File: src/rtl/distinct_value_counter_top_assert.svh
// ----------------------------------------------------------------------------
// distinct value counter assertion macros
// property wrappers that drop out of synthesis builds
// ----------------------------------------------------------------------------
`ifndef DISTINCT_VALUE_COUNTER_TOP_ASSERT_SVH
`define DISTINCT_VALUE_COUNTER_TOP_ASSERT_SVH

`ifndef SYNTHESIS

// same-cycle implication
`define DVC_ASSERT_IMPLY(label, clk, rstn, ante, cons) \
    label: assert property (@(posedge clk) disable iff (!rstn) (ante) |-> (cons)) \
        else $error("dvc: same-cycle implication failed");

// next-cycle implication
`define DVC_ASSERT_NEXT(label, clk, rstn, ante, cons) \
    label: assert property (@(posedge clk) disable iff (!rstn) (ante) |=> (cons)) \
        else $error("dvc: next-cycle implication failed");

`else

`define DVC_ASSERT_IMPLY(label, clk, rstn, ante, cons)
`define DVC_ASSERT_NEXT(label, clk, rstn, ante, cons)

`endif

`endif

File: src/rtl/dvc_pkg.sv
// ----------------------------------------------------------------------------
// dvc_pkg
// shared types and constants of the distinct value counter
// ----------------------------------------------------------------------------
`default_nettype none

package dvc_pkg;

    localparam int unsigned VALUE_W = 32;
    localparam int unsigned COUNT_W = 24;
    localparam int unsigned SLOT_W  = 6;

    localparam logic [COUNT_W-1:0] COUNT_MAX = '1;

    // sample travelling down the chain
    typedef struct packed {
        logic               valid;
        logic               eos;
        logic               hit;
        logic [VALUE_W-1:0] value;
    } item_t;

    // contents of one table slot
    typedef struct packed {
        logic               occ;
        logic [VALUE_W-1:0] value;
        logic [COUNT_W-1:0] count;
    } slot_t;

endpackage

`default_nettype wire

File: src/rtl/dvc_cell.sv
// ----------------------------------------------------------------------------
// dvc_cell
// one table slot: matches or claims a passing sample, shifts back on drain
// ----------------------------------------------------------------------------
`default_nettype none

module dvc_cell (
    input  wire logic          aclk,
    input  wire logic          aresetn,
    input  wire dvc_pkg::item_t item_i,
    output dvc_pkg::item_t     item_o,
    input  wire logic          shift_en,
    input  wire dvc_pkg::slot_t slot_i,
    output dvc_pkg::slot_t     slot_o
);

    dvc_pkg::item_t item_reg;
    dvc_pkg::item_t item_next;
    dvc_pkg::slot_t slot_reg;
    dvc_pkg::slot_t slot_next;
    logic           live;
    logic           match;
    logic           claim;

    assign live  = item_i.valid && !item_i.hit;
    assign match = live && slot_reg.occ && (slot_reg.value == item_i.value);
    assign claim = live && !slot_reg.occ;

    always_comb begin
        slot_next = slot_reg;
        if (shift_en) begin
            slot_next = slot_i;
        end else if (claim) begin
            slot_next.occ   = 1'b1;
            slot_next.value = item_i.value;
            slot_next.count = {{(dvc_pkg::COUNT_W-1){1'b0}}, 1'b1};
        end else if (match && (slot_reg.count != dvc_pkg::COUNT_MAX)) begin
            slot_next.count = slot_reg.count + {{(dvc_pkg::COUNT_W-1){1'b0}}, 1'b1};
        end
    end

    always_comb begin
        item_next     = item_i;
        item_next.hit = item_i.hit | match | claim;
    end

    always_ff @(posedge aclk) begin
        if (!aresetn) begin
            item_reg.valid <= 1'b0;
            slot_reg.occ   <= 1'b0;
        end else begin
            item_reg <= item_next;
            slot_reg <= slot_next;
        end
    end

    assign item_o = item_reg;
    assign slot_o = slot_reg;

endmodule

`default_nettype wire

File: config.mk
export PLATFORM = sky130hd
export DESIGN_NAME = dvc_cell
export DESIGN_NICKNAME = d
export VERILOG_FILES = /design/src/rtl/distinct_value_counter_top_assert.svh /design/src/rtl/dvc_pkg.sv /design/src/rtl/dvc_cell.sv
export SDC_FILE = /design/constraint.sdc
export NUM_CORES = 1
export LEC_CHECK = 0
export BUFFER_PORTS_ARGS = -buffer_cell sky130_fd_sc_hd__buf_4
export CORE_MARGIN = 1
export CORE_UTILIZATION = 50
export CTS_CLUSTER_DIAMETER = 150
export CTS_CLUSTER_SIZE = 14
export DETAILED_ROUTE_END_ITERATION = 16
export PLACE_DENSITY = 0.85
export SLEW_MARGIN = 10
export SYNTH_ARGS = -nofsm -noshare
export SYNTH_HDL_FRONTEND = slang
export SYNTH_SLANG_ARGS = --single-unit
export TNS_END_PERCENT = 100
File: constraint.sdc
create_clock -name aclk -period 9.7 [get_ports aclk]
set_input_delay 1.455 -clock aclk [delete_from_list [all_inputs] [get_ports aclk]]
set_output_delay 1.455 -clock aclk [all_outputs]
set_load 0.02 [all_outputs]
==> flow_metrics.py <==
metrics = {
    "worst_setup_path": {
        "critPathLaunchType": "input pin",
        "worstSetupPathType": "input pin to flip-flop",
        "endpoint_kind": "flip-flop",
        "crit_slowest_cell": "buf_4",
        "critPathRequiredTime_ns": 9.70,
        "arrival_ns": 3.14,
        "cpMostUsedCell": "buf_4",
        "worst_path_largest_cell_delay_ns": 0.52,
        "cp_max_fo": 56,
        "path_cells": "buf_4, inv_1, o21ai_1, buf_4, and2_1, buf_4",
    },
    "clock_network": {
        "cts_tree": "built",
        "post_cts.repair.setup_buffers": 0,
        "cts.hold.buffers_added": 0,
        "cts_buffers": 9,
        "cts.sinks": 92,
        "cts_buffer_depth": 2,
        "cts_max_level": 3,
        "clock_latency_ns": 0.35,
        "cts-root-buf": "clkbuf_8",
        "cts_resized": 0,
        "cts.clk_slew.worst_paths_ns": 0.08,
    },
    "floorplan": {
        "die-width_um": 94.1,
        "dieArea_um2": 8850,
        "coreArea_um2": 8220,
        "start_util_pct": 51.6,
        "std_cell_rows": 33,
        "fp.dieH_um": 94.1,
        "io_pins": 187,
    },
    "timing": {
        "fin_crit_ns": 3.14,
        "tightest_slew_ns": 0.667,
        "final.setup_skew_ns": 0.0109,
        "tns_ns": 0,
        "hold_viol_final": 0,
        "setup_viol": 0,
        "rsz0062_at_grt": "false",
        "maxSlewHeadroom_pct": 55.5,
        "fmax_mhz": 318,
        "period_share_pct": 32.4,
        "drv_slew": 0,
    },
    "layout": {
        "fillers": 567,
        "area_growth_pct": 40.2,
        "n_antenna_cell": 0,
        "utilization_pct": 72.3,
        "drive_gt1_share_pct": 49.0,
        "final-seq-area_um2": 2740,
        "final_common_cell": "buf_4",
        "multi_input_area_um2": 1430,
        "most-common-layout-cells": "buf_4 (189), edfxtp_1 (90), xnor2_1 (43)",
        "fin_nets": 589,
    },
    "placed_design": {
        "place_congestion": 0.769,
        "portBuffers": 186,
        "hpwl_um": 7710,
    },
    "synth": {
        "yosys_warnings": 0,
        "synth-compound-area-share_pct": 3.66,
        "yosys.area_share.xor_xnor_pct": 11.2,
        "synthMuxAreaShare_pct": 8.50,
        "yosysSeqAreaShare_pct": 64.7,
        "synth-main-ff-cell": "edfxtp_1",
        "synthCells": 302,
        "synthesis.area_um2": 4240,
        "ys_seq_elements": 92,
        "syn-num-nets": 398,
        "synth-adder-area-share_pct": 0.295,
        "synth_top_family_by_area": "XOR/XNOR gates",
        "synthSimpleGateAreaFrac_pct": 10.1,
        "syn_avg_cell_area_um2": 14.0,
        "yosysUniqueCellTypes": 34,
        "async_flop_share_pct": 0,
        "synth-edff-count": 90,
    },
    "power_and_ir_drop": {
        "ir_drop_mv": 0.118,
        "p_per_area_nw_per_um2": 153,
        "p_leak_nw": 2.32,
    },
    "detailed_routing": {
        "drt_first_pass_iters": 4,
        "antenna_left": 0,
        "via_per_inst": 5.25,
        "drt_iter0_drc": 209,
        "route.detailed.drc": 0,
        "vias": 3165,
        "finalWirelength_um": 10500,
        "wl_per_cell_um": 17.3,
    },
    "flow_run": {
        "maxCapViolCount": 0,
    },
    "global_routing": {
        "grt_pass1_vias": 3209,
        "antenna_found_initial": 0,
        "grt_pass1_wl_um": 15800,
        "grt_max_degree": 57,
        "grt_usage_pct": 24.1,
        "grt_overflow_total": 0,
    },
    "status": {
        "status": "completed",
    },
    "min_path": {
        "hold_path_class": "flip-flop to flip-flop",
    },
}
==> cells in the mapped netlist (all sizes together), types with 2 or more instances <==
library cell | n | area (um^2)
nor3b | 2 | 20.0
and3 | 2 | 13.8
nor2 | 6 | 22.5
nand4 | 11 | 83.8
dfxtp | 2 | 40.0
a21oi | 2 | 10.0
edfxtp | 90 | 2700
nor4 | 3 | 18.8
nand2 | 31 | 116
inv | 7 | 26.3
nand3 | 8 | 40.0
and4 | 3 | 27.5
clkbuf | 8 | 30.0
xnor2 | 43 | 377
o21ai | 24 | 120
xor2 | 11 | 96.3
nor3 | 6 | 40.0
and2 | 2 | 12.5
mux2 | 32 | 360
==> power by group <==
part	total (W)	leakage (nW)	internal [W]	switching (W)
sequential	0.000488	0.882	0.000470	0.0000183
combinational	0.000167	1.35	0.0000826	0.0000844
clock	0.000255	0.0927	0.000119	0.000136
total	0.000910	2.32	0.000672	0.000239
==> per-stage QoR <==
| stage | hold WS, ns | power (W) | setup WS [ns] | instance area [um^2] | instances |
|---|---|---|---|---|---|
| 6_report | 0.574 | 0.000910 | 6.56 | 5940 | 603 |
| 4_1_cts | 0.570 | 0.000913 | 6.57 | 5940 | 603 |
| 3_3_place_gp | 0.521 | 0.000660 | 6.29 | 5750 | 587 |
| 5_1_grt | 0.629 | 0.000945 | 6.44 | 5940 | 603 |
| 2_1_floorplan | 0.564 | 0.000574 | 5.08 | 4240 | 302 |
| 3_5_place_dp | 0.558 | 0.000665 | 6.20 | 5750 | 587 |
==> registers in the layout (all words and copies together), names as in the netlist <==
register / flops
item_o: 35
slot_o: 57
==> final timing paths <==
path / start / end / slack, ns / depth (start not counted)
setup reg to reg: slot_o[0]$_DFFE_PP_ / slot_o[16]$_DFFE_PP_ / 7.37 / 7
hold / removal: slot_o[56]$_SDFFE_PN0N_ / slot_o[56]$_SDFFE_PN0N_ / 0.57 / 2
setup / recovery: shift_en / slot_o[34]$_DFFE_PP_ / 6.56 / 6
hold reg to reg: slot_o[56]$_SDFFE_PN0N_ / slot_o[56]$_SDFFE_PN0N_ / 0.57 / 2
==> cells by family after synthesis <==
| family | Yosys count |
|---|---|
| flops | 92 |
| simple gates | 78 |
| xor+xnor | 54 |
| mux | 32 |
| compound gates | 29 |
| buf+inv | 16 |
| fa+ha+maj | 1 |
==> layer usage <==
metal	share of wire (%)	GRT usage [%]
met5	0	0
met4	1.7	8.85
met3	10	8.58
met2	50	40.9
met1	38	27.9
==> critical path, delay by kind of cell <==
kind / cells / cell delay (ns)
buffers and inverters: 4 / 1.36
and+or+nand+nor: 1 / 0.16
AOI/OAI and AO/OA: 1 / 0.13
==> final cells by class <==
type | instances | share of cell area [%]
Timing Repair Buffer | 189 | 23.9
Multi-Input combinational cell | 194 | 24.1
Clock inverter | 6 | 1.07
Inverter | 7 | 0.442
Sequential cell | 92 | 46.1
Clock buffer | 10 | 2.15
Tap cell | 105 | 2.21
Note: power is estimated with default switching activity, not from simulation.
